File: config.mk
export PLATFORM = sky130hd
export DESIGN_NAME = wcc_decide
export DESIGN_NICKNAME = d
export VERILOG_FILES = /design/src/wcag_contrast_checker_unit_assert.svh /design/src/wcc_pkg.sv /design/src/wcc_decide.sv
export SDC_FILE = /design/constraint.sdc
export NUM_CORES = 1
export LEC_CHECK = 0
export BUFFER_PORTS_ARGS = -buffer_cell sky130_fd_sc_hd__clkbuf_2
export CAP_MARGIN = 30
export CORE_ASPECT_RATIO = 0.75
export CORE_MARGIN = 4
export CORE_UTILIZATION = 31
export DETAILED_ROUTE_END_ITERATION = 7
export PLACE_DENSITY_LB_ADDON = 0.15
export SLEW_MARGIN = 25
export SYNTH_ARGS = -nofsm -noshare
export SYNTH_HDL_FRONTEND = slang
export SYNTH_SLANG_ARGS = --single-unit
File: constraint.sdc
create_clock -name clock -period 4.6 [get_ports clock]
set_clock_uncertainty 0.15 [all_clocks]
set_input_delay 0.46 -clock clock [delete_from_list [all_inputs] [get_ports clock]]
set_output_delay 0.46 -clock clock [all_outputs]
set_load 0.02 [all_outputs]
File: src/wcag_contrast_checker_unit_assert.svh
// assertion macros for the contrast checker
// no dependencies; taken in by the top level with `include
`ifndef WCAG_CONTRAST_CHECKER_UNIT_ASSERT_SVH
`define WCAG_CONTRAST_CHECKER_UNIT_ASSERT_SVH

// antecedent implies consequent in the same cycle
`define WCC_ASSERT_IMPLY(label, clk, rst, ante, cons) \
   label: assert property (@(posedge clk) disable iff (rst) (ante) |-> (cons)) \
      else $error("contrast checker: implication violated");

// condition holds at every edge out of reset
`define WCC_ASSERT_HOLD(label, clk, rst, cond) \
   label: assert property (@(posedge clk) disable iff (rst) (cond)) \
      else $error("contrast checker: invariant violated");

`endif

File: src/wcc_pkg.sv
// shared types, constants and the linearisation function of the contrast checker
// no dependencies; used by every module of the block
`timescale 1ns / 1ps

package wcc_pkg;

   localparam int FIELD_W  = 8;
   localparam int NUM_CH   = 6;
   localparam int LUM_W    = 17;
   localparam int LUM_FRAC = 16;
   localparam int WEIGHT_W = 16;
   localparam int PROD_W   = LUM_W + WEIGHT_W;
   localparam int DEN_W    = 21;

   localparam logic [LUM_W-1:0]    LUM_ONE      = 17'h10000;
   localparam logic [WEIGHT_W-1:0] WEIGHT_RED   = 16'd13933;
   localparam logic [WEIGHT_W-1:0] WEIGHT_GREEN = 16'd46871;
   localparam logic [WEIGHT_W-1:0] WEIGHT_BLUE  = 16'd4732;
   // 20 * 1.0 + 1.0 in luminance units, numerator for white
   localparam logic [DEN_W-1:0]    WHITE_NUM    = 21'd1376256;

   typedef enum logic [1:0] {
      LEVEL_AA_NORMAL  = 2'd0,
      LEVEL_AA_LARGE   = 2'd1,
      LEVEL_AAA_NORMAL = 2'd2,
      LEVEL_AAA_LARGE  = 2'd3
   } level_type;

   typedef struct packed {
      logic [LUM_W-1:0] fg_lum;
      logic [LUM_W-1:0] bg_lum;
      logic [DEN_W-1:0] bg_den;
   } lum_side_type;

   typedef struct packed {
      logic [3:0]       pad;
      logic [LUM_W-1:0] bg_luminance;
      logic [LUM_W-1:0] fg_luminance;
      logic             auto_fg_black;
      logic             meets_level;
      logic [15:0]      ratio_q;
   } rsp_word_type;

   // 20 * lum + 1.0, the scaled (lum + 0.05)
   function automatic logic [DEN_W-1:0] lum_den(input logic [LUM_W-1:0] lum);
      return (DEN_W'(lum) << 4) + (DEN_W'(lum) << 2) + DEN_W'(LUM_ONE);
   endfunction

   // elaboration-time helpers for the linearisation table
   function automatic logic [63:0] udiv64(input logic [63:0] num, input logic [63:0] den);
      logic [63:0] quo;
      logic [64:0] rem;
      quo = '0;
      rem = '0;
      for (int i = 63; i >= 0; i--) begin
         rem = {rem[63:0], num[i]};
         if (rem >= {1'b0, den}) begin
            rem    = rem - {1'b0, den};
            quo[i] = 1'b1;
         end
      end
      return quo;
   endfunction

   function automatic logic [63:0] mul31(input logic [63:0] a, input logic [63:0] b);
      return (a * b) >> 31;
   endfunction

   // srgb code to linear q1.16; gamma part is t^2.4 as t^2 * fifth root of t^2
   function automatic logic [LUM_W-1:0] lin_value(input logic [63:0] code,
                                                  input logic [63:0] cmax);
      logic [63:0] den;
      logic [63:0] t;
      logic [63:0] t2;
      logic [63:0] lo;
      logic [63:0] hi;
      logic [63:0] mid;
      logic [63:0] z5;
      logic [63:0] p;
      den = 64'd1292 * cmax;
      if (code * 64'd100000 <= 64'd4045 * cmax) begin
         return LUM_W'(udiv64(code * 64'd6553600 + (den >> 1), den));
      end
      t = udiv64((64'd1000 * code + 64'd55 * cmax) << 31, 64'd1055 * cmax);
      if (t > (64'd1 << 31)) begin
         t = 64'd1 << 31;
      end
      t2 = mul31(t, t);
      lo = '0;
      hi = 64'd1 << 31;
      for (int i = 0; i < 34; i++) begin
         if (lo < hi) begin
            mid = lo + ((hi - lo + 64'd1) >> 1);
            z5  = mul31(mul31(mul31(mul31(mid, mid), mid), mid), mid);
            if (z5 <= t2) begin
               lo = mid;
            end else begin
               hi = mid - 64'd1;
            end
         end
      end
      p = mul31(t2, lo);
      return LUM_W'((p + 64'd16384) >> 15);
   endfunction

endpackage

File: src/wcc_decide.sv
// threshold compare, auto foreground choice and output register
// depends on wcc_pkg
`timescale 1ns / 1ps

module wcc_decide #(
   parameter int RATIO_FRAC_BITS = 11
) (
   input  logic                            clock,
   input  logic                            reset,
   input  logic                            in_valid,
   output logic                            in_ready,
   input  logic [1:0][RATIO_FRAC_BITS+4:0] in_quo,
   input  wcc_pkg::lum_side_type           in_side,
   input  wcc_pkg::level_type              level,
   output logic                            out_valid,
   input  logic                            out_ready,
   output wcc_pkg::rsp_word_type           out_word
);

   localparam int QuoW    = RATIO_FRAC_BITS + 5;
   localparam int DenW    = wcc_pkg::DEN_W;
   localparam int LumFrac = wcc_pkg::LUM_FRAC;
   localparam int SatW    = (QuoW > 16) ? QuoW : 17;
   localparam logic [QuoW-1:0] ThrAa      = QuoW'(9 << (RATIO_FRAC_BITS - 1));
   localparam logic [QuoW-1:0] ThrAaLarge = QuoW'(3 << RATIO_FRAC_BITS);
   localparam logic [QuoW-1:0] ThrAaa     = QuoW'(7 << RATIO_FRAC_BITS);

   logic                          vld_ff;
   logic                          vld_in;
   logic                          ld;
   wcc_pkg::rsp_word_type         word_ff;
   wcc_pkg::rsp_word_type         word_in;
   logic [QuoW-1:0]               thr;
   logic [QuoW-1:0]               ratio_pair;
   logic [QuoW-1:0]               ratio_white;
   logic [QuoW-1:0]               ratio_black;
   logic [DenW+RATIO_FRAC_BITS-1:0] black_num;
   logic [SatW-1:0]               ratio_wide;

   always_comb begin
      thr = ThrAa;
      unique case (level) inside
         wcc_pkg::LEVEL_AA_LARGE:   thr = ThrAaLarge;
         wcc_pkg::LEVEL_AAA_NORMAL: thr = ThrAaa;
         wcc_pkg::LEVEL_AA_NORMAL, wcc_pkg::LEVEL_AAA_LARGE: thr = ThrAa;
      endcase
   end

   always_comb begin
      ratio_pair  = in_quo[0];
      ratio_white = in_quo[1];
      // black on background divides by exactly 1.0, so it is a shift
      black_num   = {in_side.bg_den, {RATIO_FRAC_BITS{1'b0}}};
      ratio_black = black_num[DenW+RATIO_FRAC_BITS-1:LumFrac];
      ratio_wide  = SatW'(ratio_pair);

      word_in.pad          = '0;
      word_in.fg_luminance = in_side.fg_lum;
      word_in.bg_luminance = in_side.bg_lum;
      word_in.meets_level  = (ratio_pair >= thr);
      word_in.ratio_q      = (ratio_wide > SatW'(17'hFFFF)) ? 16'hFFFF : ratio_wide[15:0];
      if (ratio_white >= thr) begin
         word_in.auto_fg_black = 1'b0;
      end else if (ratio_black >= thr) begin
         word_in.auto_fg_black = 1'b1;
      end else begin
         word_in.auto_fg_black = !(ratio_white > ratio_black);
      end
   end

   assign ld     = !vld_ff || out_ready;
   assign vld_in = ld ? in_valid : vld_ff;

   always_ff @(posedge clock) begin
      if (reset) begin
         vld_ff <= 1'b0;
      end else begin
         vld_ff <= vld_in;
      end
   end

   always_ff @(posedge clock) begin
      if (ld) begin
         word_ff <= word_in;
      end
   end

   assign in_ready  = ld;
   assign out_valid = vld_ff;
   assign out_word  = word_ff;

endmodule
==> results.cfg <==
[die]
fp.dieW_um = 109
start_util_pct = 32.0
io_pins = 151
die_area_um2 = 9130
rows = 27
die_h_um = 83.7
core_area_um2 = 7400

[power_and_ir_drop]
ir_drop_mv = 0.179
p_leak_nw = 1.60
p_clk_share_pct = 25.0
power.internal_mw = 0.750
sw_frac_of_total_pct = 26.5
combPwrFrac_pct = 18.7
power_mw = 1.02
pwr-share-seq_pct = 56.3
netSwitchingPower_mw = 0.271
power.density_nw_per_um2 = 311

[timing]
tns_ps = 0
max_freq_mhz = 415
tightest_slew_ps = 506
slew_violations = 0
finalCritPeriodShare_pct = 52.4
period_needed_ps = 2410
hold_viol = 0
max_slew_margin_pct = 66.3
holdWs_ps = 158
finalSetupViolCount = 0
rsz0062_at_grt = false

[clock_tree]
cts.clk_slew.worst_paths_ps = 90
htreeDepth = 2
cts_buffers = 5
clk_latency_ps = 300
cts_buffer_depth = 2
root_buffer = clkbuf_8
clock_sinks = 53
cts_hold_buffers = 0
cts_tree = yes
cts-resized-gates = 0
postCtsSetupRepairBufs = 0

[final_layout]
utilization_pct = 44.4
final_cell_mix = clkbuf_2, edfxtp_1, ha_1
layout_commonest_cell = clkbuf_2
fill_cells = 718
drive_gt1_share_pct = 49.2
final_area_um2 = 3280
diodes = 0
layout.nets = 426
area_delta_synth_final_pct = 38.4

[critical_path]
critPathSlowestCell = ha_1
crit_type = input port to flop
cp_top_family = adder cells
path_cells = clkbuf_2 -> inv_1 -> ha_1 -> ha_1 -> nor4b_1 -> a311o_1 -> a311oi_1 -> a21oi_1
crit_arrival_ps = 2320
end_kind = flop
worstSetupStartpointType = input port
critPathMaxFanout = 9
max_stage_delay_ps = 530
path_buf_inv = 2
cp_common_cell = ha_1
required_ps = 4500

[place]
dpl.hpwl_mm = 4.84
port_buffers = 141
gp_congestion = 0.778
place_area_um2 = 3190

[global_routing]
gr-usage-met2_pct = 19.3
grt-ovfl-total = 0
grt_antenna_before_repair = 0
grt_pass1_wl_mm = 8.76
first_global_vias = 1770
use_met3_pct = 5.65
grt_max_degree = 41
busiest_layer = met2
gr-usage-met1_pct = 16.0
grt.total_usage_pct = 12.4

[yosys]
synth_seq_cells = 53
ys_seq_area_share_pct = 66.7
yosys_warnings = 0
syn_area_um2 = 2370
synthCells = 156
synthDistinctLibCells = 26
avgSynthCellArea_um2 = 15.2

[detailed_routing]
first_pass_iters = 4
drt_iter0_markers = 38
wl_per_cell_um = 14.3
drt-total-wl_mm = 5.81
vias = 1778
via_per_inst = 4.38
drc = 0
antenna_violating_nets_post_route = 0

[status]
status = completed

[flow_run]
max_cap_viol_count = 0

[hold_path]
holdCritPathClass = input port to flop
[synthesized netlist by cell type]
master | n | area, um^2
nand3_1 | 4 | 20.0
edfxtp_1 | 52 | 1560
or4b_1 | 1 | 10.0
nand2b_1 | 1 | 6.26
a21oi_1 | 9 | 45.0
a2111o_1 | 1 | 11.3
nor2b_1 | 2 | 12.5
o211ai_1 | 2 | 15.0
nor4b_1 | 3 | 26.3
nor3_1 | 1 | 5.00
nand2_1 | 3 | 11.3
a311oi_1 | 2 | 17.5
a211oi_1 | 1 | 7.51
nor4_1 | 5 | 31.3
nor3b_1 | 1 | 7.51
inv_1 | 21 | 78.8
a21o_1 | 2 | 15.0
dfxtp_1 | 1 | 20.0
buf_4 | 4 | 30.0
conb_1 | 1 | 3.75
a311o_1 | 1 | 10.0
nand4_1 | 4 | 25.0
ha_1 | 29 | 363
a2111oi_0 | 2 | 17.5
o21ai_0 | 2 | 10.0
a2111oi_1 | 1 | 10.0
[layer usage]
layer,share of wire (%),vias up,routed length (um)
li1,-,891,-
met1,43,805,2520
met2,45,78,2590
met3,11,4,667
met4,0.59,0,34
met5,0,-,0
[power by group through the flow]
stage               sequential (mW)  combinational (mW)  clock, mW
finish                        0.575               0.191      0.255
global route                  0.579               0.213      0.289
CTS                           0.576               0.194      0.268
detailed placement            0.587               0.193          0
global placement              0.585               0.192          0
floorplan                     0.632              0.0587          0
[final timing paths]
| check | from | endpoint | slack (ps) | cells after the start |
|---|---|---|---|---|
| worst max-delay path | level[1] | out_word[17] | 2190 | 8 |
| worst min-delay path | reset | out_valid | 160 | 2 |
| worst max register to register | out_valid | out_word[9] | 2940 | 2 |
| worst min register to register | out_valid | out_valid | 610 | 2 |
[layout make-up]
| class | instances | area (um^2) | area share (%) |
|---|---|---|---|
| clock buffers | 6 | 72.6 | 2.21 |
| inverters | 21 | 78.8 | 2.40 |
| flip-flops and latches | 53 | 1580 | 48.2 |
| well taps | 101 | 126 | 3.85 |
| repair buffers | 142 | 713 | 21.7 |
| clock inverters | 2 | 15.0 | 0.457 |
| multi-input cells | 81 | 694 | 21.2 |
[worst register-to-register path, delay by kind of cell (launching register included)]
family | cells | cell delay (ps)
AND/OR/NAND/NOR | 1 | 270
flip-flops | 1 | 340
buffers and inverters | 1 | 500
[cells by family (layout without fill, tap and decap cells)]
family | count (synthesis) | in the layout | share of synthesized area, %
AO/OA/AOI/OAI | 23 | 23 | 6.70
adder cells (fa/ha/maj) | 29 | 29 | 15.3
buffers and inverters | 25 | 171 | 4.59
flip-flops | 53 | 53 | 66.7
other | 1 | 4 | 0.158
AND/OR/NAND/NOR | 25 | 25 | 6.54
[sequential cells by signal, summed over array words and instances, names as in the netlist]
name,flops
out_word,52
out_valid,1
[per-stage QoR]
step | std cells | setup WS [ps]
2_1_floorplan | 159 | 2090
3_3_place_gp | 398 | 1830
3_5_place_dp | 398 | 1820
4_1_cts | 406 | 2150
5_1_grt | 406 | 2000
6_report | 406 | 2190
(Power assumes the default switching activity.)
