`src/wcag_contrast_checker_unit_assert.svh`:
```
// assertion macros for the contrast checker
// no dependencies; taken in by the top level with `include
`ifndef WCAG_CONTRAST_CHECKER_UNIT_ASSERT_SVH
`define WCAG_CONTRAST_CHECKER_UNIT_ASSERT_SVH

// antecedent implies consequent in the same cycle
`define WCC_ASSERT_IMPLY(label, clk, rst, ante, cons) \
   label: assert property (@(posedge clk) disable iff (rst) (ante) |-> (cons)) \
      else $error("contrast checker: implication violated");

// condition holds at every edge out of reset
`define WCC_ASSERT_HOLD(label, clk, rst, cond) \
   label: assert property (@(posedge clk) disable iff (rst) (cond)) \
      else $error("contrast checker: invariant violated");

`endif

```
`src/wcc_pkg.sv`:
```
// shared types, constants and the linearisation function of the contrast checker
// no dependencies; used by every module of the block
`timescale 1ns / 1ps

package wcc_pkg;

   localparam int FIELD_W  = 8;
   localparam int NUM_CH   = 6;
   localparam int LUM_W    = 17;
   localparam int LUM_FRAC = 16;
   localparam int WEIGHT_W = 16;
   localparam int PROD_W   = LUM_W + WEIGHT_W;
   localparam int DEN_W    = 21;

   localparam logic [LUM_W-1:0]    LUM_ONE      = 17'h10000;
   localparam logic [WEIGHT_W-1:0] WEIGHT_RED   = 16'd13933;
   localparam logic [WEIGHT_W-1:0] WEIGHT_GREEN = 16'd46871;
   localparam logic [WEIGHT_W-1:0] WEIGHT_BLUE  = 16'd4732;
   // 20 * 1.0 + 1.0 in luminance units, numerator for white
   localparam logic [DEN_W-1:0]    WHITE_NUM    = 21'd1376256;

   typedef enum logic [1:0] {
      LEVEL_AA_NORMAL  = 2'd0,
      LEVEL_AA_LARGE   = 2'd1,
      LEVEL_AAA_NORMAL = 2'd2,
      LEVEL_AAA_LARGE  = 2'd3
   } level_type;

   typedef struct packed {
      logic [LUM_W-1:0] fg_lum;
      logic [LUM_W-1:0] bg_lum;
      logic [DEN_W-1:0] bg_den;
   } lum_side_type;

   typedef struct packed {
      logic [3:0]       pad;
      logic [LUM_W-1:0] bg_luminance;
      logic [LUM_W-1:0] fg_luminance;
      logic             auto_fg_black;
      logic             meets_level;
      logic [15:0]      ratio_q;
   } rsp_word_type;

   // 20 * lum + 1.0, the scaled (lum + 0.05)
   function automatic logic [DEN_W-1:0] lum_den(input logic [LUM_W-1:0] lum);
      return (DEN_W'(lum) << 4) + (DEN_W'(lum) << 2) + DEN_W'(LUM_ONE);
   endfunction

   // elaboration-time helpers for the linearisation table
   function automatic logic [63:0] udiv64(input logic [63:0] num, input logic [63:0] den);
      logic [63:0] quo;
      logic [64:0] rem;
      quo = '0;
      rem = '0;
      for (int i = 63; i >= 0; i--) begin
         rem = {rem[63:0], num[i]};
         if (rem >= {1'b0, den}) begin
            rem    = rem - {1'b0, den};
            quo[i] = 1'b1;
         end
      end
      return quo;
   endfunction

   function automatic logic [63:0] mul31(input logic [63:0] a, input logic [63:0] b);
      return (a * b) >> 31;
   endfunction

   // srgb code to linear q1.16; gamma part is t^2.4 as t^2 * fifth root of t^2
   function automatic logic [LUM_W-1:0] lin_value(input logic [63:0] code,
                                                  input logic [63:0] cmax);
      logic [63:0] den;
      logic [63:0] t;
      logic [63:0] t2;
      logic [63:0] lo;
      logic [63:0] hi;
      logic [63:0] mid;
      logic [63:0] z5;
      logic [63:0] p;
      den = 64'd1292 * cmax;
      if (code * 64'd100000 <= 64'd4045 * cmax) begin
         return LUM_W'(udiv64(code * 64'd6553600 + (den >> 1), den));
      end
      t = udiv64((64'd1000 * code + 64'd55 * cmax) << 31, 64'd1055 * cmax);
      if (t > (64'd1 << 31)) begin
         t = 64'd1 << 31;
      end
      t2 = mul31(t, t);
      lo = '0;
      hi = 64'd1 << 31;
      for (int i = 0; i < 34; i++) begin
         if (lo < hi) begin
            mid = lo + ((hi - lo + 64'd1) >> 1);
            z5  = mul31(mul31(mul31(mul31(mid, mid), mid), mid), mid);
            if (z5 <= t2) begin
               lo = mid;
            end else begin
               hi = mid - 64'd1;
            end
         end
      end
      p = mul31(t2, lo);
      return LUM_W'((p + 64'd16384) >> 15);
   endfunction

endpackage

```
`src/wcc_div.sv`:
```
// two-lane restoring divider, one quotient bit per register stage
// depends on wcc_pkg
`timescale 1ns / 1ps

module wcc_div #(
   parameter int RATIO_FRAC_BITS = 11
) (
   input  logic                                       clock,
   input  logic                                       reset,
   input  logic                                       in_valid,
   output logic                                       in_ready,
   input  logic [1:0][wcc_pkg::DEN_W-1:0]             in_num,
   input  logic [1:0][wcc_pkg::DEN_W-1:0]             in_den,
   input  wcc_pkg::lum_side_type                      in_side,
   output logic                                       out_valid,
   input  logic                                       out_ready,
   output logic [1:0][RATIO_FRAC_BITS+4:0]            out_quo,
   output wcc_pkg::lum_side_type                      out_side
);

   localparam int DenW = wcc_pkg::DEN_W;
   localparam int QuoW = RATIO_FRAC_BITS + 5;
   localparam int RemW = DenW + RATIO_FRAC_BITS;
   localparam int CmpW = DenW + QuoW;

   logic [QuoW-1:0] vld_ff;
   logic [QuoW-1:0] vld_in;
   logic [QuoW-1:0] ld;

   logic [1:0][RemW-1:0]  stage_rem  [QuoW];
   logic [1:0][DenW-1:0]  stage_den  [QuoW];
   logic [1:0][QuoW-1:0]  stage_quo  [QuoW];
   wcc_pkg::lum_side_type stage_side [QuoW];

   for (genvar k = 0; k < QuoW; k++) begin : g_ld
      assign ld[k] = !(&vld_ff[QuoW-1:k]) || out_ready;
   end

   always_comb begin
      vld_in = vld_ff;
      for (int k = 0; k < QuoW; k++) begin
         if (ld[k]) begin
            vld_in[k] = {vld_ff[QuoW-2:0], in_valid}[k];
         end
      end
   end

   always_ff @(posedge clock) begin
      if (reset) begin
         vld_ff <= '0;
      end else begin
         vld_ff <= vld_in;
      end
   end

   for (genvar k = 0; k < QuoW; k++) begin : g_stage
      localparam int Shift = QuoW - 1 - k;

      logic [1:0][RemW-1:0]  rem_src;
      logic [1:0][DenW-1:0]  den_src;
      logic [1:0][QuoW-1:0]  quo_src;
      wcc_pkg::lum_side_type side_src;
      logic [1:0][CmpW-1:0]  den_shift;
      logic [1:0][RemW-1:0]  rem_in;
      logic [1:0][QuoW-1:0]  quo_in;
      logic [1:0][RemW-1:0]  rem_ff;
      logic [1:0][DenW-1:0]  den_ff;
      logic [1:0][QuoW-1:0]  quo_ff;
      wcc_pkg::lum_side_type side_ff;

      if (k == 0) begin : g_first
         always_comb begin
            for (int l = 0; l < 2; l++) begin
               rem_src[l] = RemW'(in_num[l]) << RATIO_FRAC_BITS;
               den_src[l] = in_den[l];
               quo_src[l] = '0;
            end
            side_src = in_side;
         end
      end else begin : g_next
         assign rem_src  = stage_rem[k-1];
         assign den_src  = stage_den[k-1];
         assign quo_src  = stage_quo[k-1];
         assign side_src = stage_side[k-1];
      end

      always_comb begin
         for (int l = 0; l < 2; l++) begin
            den_shift[l] = CmpW'(den_src[l]) << Shift;
            if (CmpW'(rem_src[l]) >= den_shift[l]) begin
               rem_in[l] = RemW'(CmpW'(rem_src[l]) - den_shift[l]);
               quo_in[l] = quo_src[l] | (QuoW'(1) << Shift);
            end else begin
               rem_in[l] = rem_src[l];
               quo_in[l] = quo_src[l];
            end
         end
      end

      always_ff @(posedge clock) begin
         if (ld[k]) begin
            rem_ff  <= rem_in;
            den_ff  <= den_src;
            quo_ff  <= quo_in;
            side_ff <= side_src;
         end
      end

      assign stage_rem[k]  = rem_ff;
      assign stage_den[k]  = den_ff;
      assign stage_quo[k]  = quo_ff;
      assign stage_side[k] = side_ff;
   end

   assign in_ready  = ld[0];
   assign out_valid = vld_ff[QuoW-1];
   assign out_quo   = stage_quo[QuoW-1];
   assign out_side  = stage_side[QuoW-1];

endmodule

```
`config.mk`:
```
export PLATFORM = sky130hd
export DESIGN_NAME = wcc_div
export DESIGN_NICKNAME = d
export VERILOG_FILES = /design/src/wcag_contrast_checker_unit_assert.svh /design/src/wcc_pkg.sv /design/src/wcc_div.sv
export SDC_FILE = /design/constraint.sdc
export NUM_CORES = 2
export LEC_CHECK = 0
export CAP_MARGIN = 10
export CORE_MARGIN = 5
export CORE_UTILIZATION = 69
export DETAILED_ROUTE_END_ITERATION = 7
export DONT_BUFFER_PORTS = 1
export GPL_TIMING_DRIVEN = 0
export PLACE_DENSITY = 0.95
export SKIP_CTS_REPAIR_TIMING = 1
export SYNTH_ARGS = -nofsm -noshare
export SYNTH_HDL_FRONTEND = slang
export SYNTH_SLANG_ARGS = --single-unit
```
`constraint.sdc`:
```
create_clock -name clock -period 39.9 [get_ports clock]
set_input_delay 1.995 -clock clock [delete_from_list [all_inputs] [get_ports clock]]
set_output_delay 1.995 -clock clock [all_outputs]
set_load 0.005 [all_outputs]
```
==> impl_metrics.ini <==
[route]
viasPerCell = 6.37
ant_nets = 0
avgRoutedWirePerCell_um = 24.4
drcViolationCount = 3
first_pass_iters = 8
routed_wl_mm = 278
vias = 72600
first_iter_violations = 8014

[synth]
yosys_most_used_dff = edfxtp_1
synth_warnings = 0
synth.area.top_cells = edfxtp_1 65%, ha_1 7.0%, inv_1 2.7%, a21oi_1 2.6%, xnor2_1 2.5%
synthCells = 8714
synth_top_area_share_pct = 65.1
ys_async_sr_fraction_pct = 0
yosysUniqueCellTypes = 102
synth_common_cells = 2522 x edfxtp_1, 826 x inv_1, 650 x ha_1
yosysMostFrequentCell = edfxtp_1
syn_area_sq_mm = 0.116
syn_area_per_cell_sq_um = 13.4
yosys_register_bits = 2538
synth_fp_nets = 9537
synth_largest_area_cell = edfxtp_1
synth_edf_count = 2522
seq_area_frac_synth_pct = 65.3

[placement]
portBuffers = 0
gp_congestion = 0.965
dp.final_hpwl_mm = 188
place_worst_setup_slack_ns = 30.09

[global_routing]
track_usage_pct = 31.6
grt_overflow = 0
grt_busiest_layer = met2
antenna_found_initial = 11
first_global_vias = 74100
grt_max_degree = 124
grtUsageMet3_pct = 4.45
grtUsageMet2_pct = 56.2
met1_usage_pct = 36.6
grt_pass1_wl_mm = 427

[status]
status = finished with violations
violations = DRC

[die]
top_level_ports = 232
start_util_pct = 69.5
rows = 150
core_sq_mm = 0.167
dieWidth_um = 421
die_h_um = 421
die_area_sq_mm = 0.177

[critical_path]
r2r_end = g_stage[0].side_ff[20]
path_max_fanout = 54
rrSetupSlack_ns = 32.65
end_kind = output pin
rr_worst_depth = 13
r2r_start = vld_ff[15]
required_ns = 37.90
startpoint_type = primary input
path_class = in2out
cp.arrival_ns = 8.09

[hold_path]
hold_start = g_stage[7].side_ff[39]
hp-class = reg2reg
hold-path-endpoint = g_stage[8].side_ff[39]
min_path_cells = 0

[finish]
multiInputGateArea_sq_mm = 0.0367
drive_above_1_share_pct = 7.46
syn_to_final_growth_pct = 10.0
regArea_sq_mm = 0.0761
fillers = 9435
nNetsFinal = 9810

[pwr]
power_mw = 9.19
irDropWorstVdd_mv = 0.0526
p_leak_nw = 51.8
powerDensity_mw_per_mm2 = 71.8

[cts]
htreeDepth = 4
cts-buffers-inserted = 238
cts_sinks = 2538
clock_latency_ns = 0.89
clk_pin_slew_worst_paths_ns = 0.06
tritoncts = done
root_buffer = clkbuf_16
cts_buffer_depth = 3

[sta]
rsz0062_at_grt = no
finalCritPeriodShare_pct = 25.3
fmax_mhz = 99.2
setup-tns-final_ns = 0
relSlewSlack_pct = 25.4
drv_slew = 0
finClkSkew_ns = 0.0415
setup-violations-final = 0
worstMarginPinSlew_ns = 1.11
setup_ws_ns = 29.81
fin_crit_ns = 10.09
hold_violations = 0

[run]
cap_violations = 0
where the power goes:
part,internal (mW),leakage (nW),switching [mW]
Combinational,1.20,21.1,1.73
Clock,1.30,3.91,1.02
Sequential,3.60,26.8,0.343
Total,6.10,51.8,3.09
per-stage QoR:
step / instance area [sq um] / hold slack (ns) / cells / utilization, %
floorplan: 116000 / 0.400 / 8714 / -
global placement: 119000 / 0.400 / 10900 / 71.2
detailed placement: 120000 / 0.405 / 11000 / 71.7
CTS: 128000 / 0.412 / 11400 / 76.5
global route: 128000 / 0.415 / 11400 / 76.5
finish: 128000 / 0.402 / 11400 / 76.5
state kept, by name, summed over array words and instances, names as in the netlist:
signal / flops
g_stage.quo_src: 20
out_quo: 32
g_stage.rem_ff: 688
g_stage.side_ff: 770
g_stage.den_ff: 588
g_stage.side_src: 55
g_stage.quo_ff: 220
out_side: 55
g_stage.rem_src: 52
g_stage.den_shift: 42
vld_ff: 16
worst max-delay path by stage:
stage,startpoint,endpoint,slack (ns)
after floorplan,out_ready,in_ready,24.15
after global placement,out_ready,g_stage[0].side_ff[47],19.00
after detailed placement,out_ready,in_ready,30.09
after CTS,out_ready,in_ready,29.84
after global routing,out_ready,in_ready,29.50
final,out_ready,in_ready,29.81
cell usage in the layout (no fill, tap or decap), types with 96 or more instances in the layout:
cell / count
edfxtp_1: 2522
inv_1: 819
ha_1: 650
a21oi_1: 615
nand2_1: 515
nor2_1: 497
o21ai_0: 473
xnor2_1: 334
a21o_1: 251
xor2_1: 249
clkbuf_16: 239
mux2_2: 155
clkbuf_1: 134
nor3_1: 128
nand3_1: 124
nor2b_1: 111
nand4_1: 99
nand2b_1: 96
cell type report:
class	instances	share of cell area [%]
inverter	827	2.46
timing repair buffer	33	0.613
clock inverter	181	1.51
antenna	8	0.0156
multi-input combinational	5201	28.7
sequential	2538	59.4
tap	2204	2.15
clock buffer	263	4.74
buffer	148	0.477
worst max-delay path, stage by stage:
cell and delay [ns]:
nor2b_1 0.58, inv_4 0.47, nor2_1 0.56, and2_1 0.47, and3_1 0.49, and3_1 0.22, clkbuf_1 0.46, nand4_1 0.75
buf_16 0.43, nor2_1 0.61, nand3_4 0.60, buf_16 0.42
per-layer routing:
metal	share of wire (%)	routed length [um]
met5	0	0
met1	35	97100
met4	7.4	20600
met2	51	142000
met3	6.7	18700
cell families (layout without fill, tap and decap cells):
| kind of cell | count (synthesis) | count (layout) | synth area share [%] |
|---|---|---|---|
| simple gates | 1860 | 1860 | 7.69 |
| compound gates | 1899 | 1899 | 10.1 |
| fa+ha+maj | 680 | 680 | 7.50 |
| flops | 2538 | 2538 | 65.3 |
| mux | 179 | 179 | 1.76 |
| other cells | 0 | 8 | 0 |
| buf+inv | 975 | 1452 | 3.19 |
| xor+xnor | 583 | 583 | 4.39 |
Power figures use the tool's default switching activity.
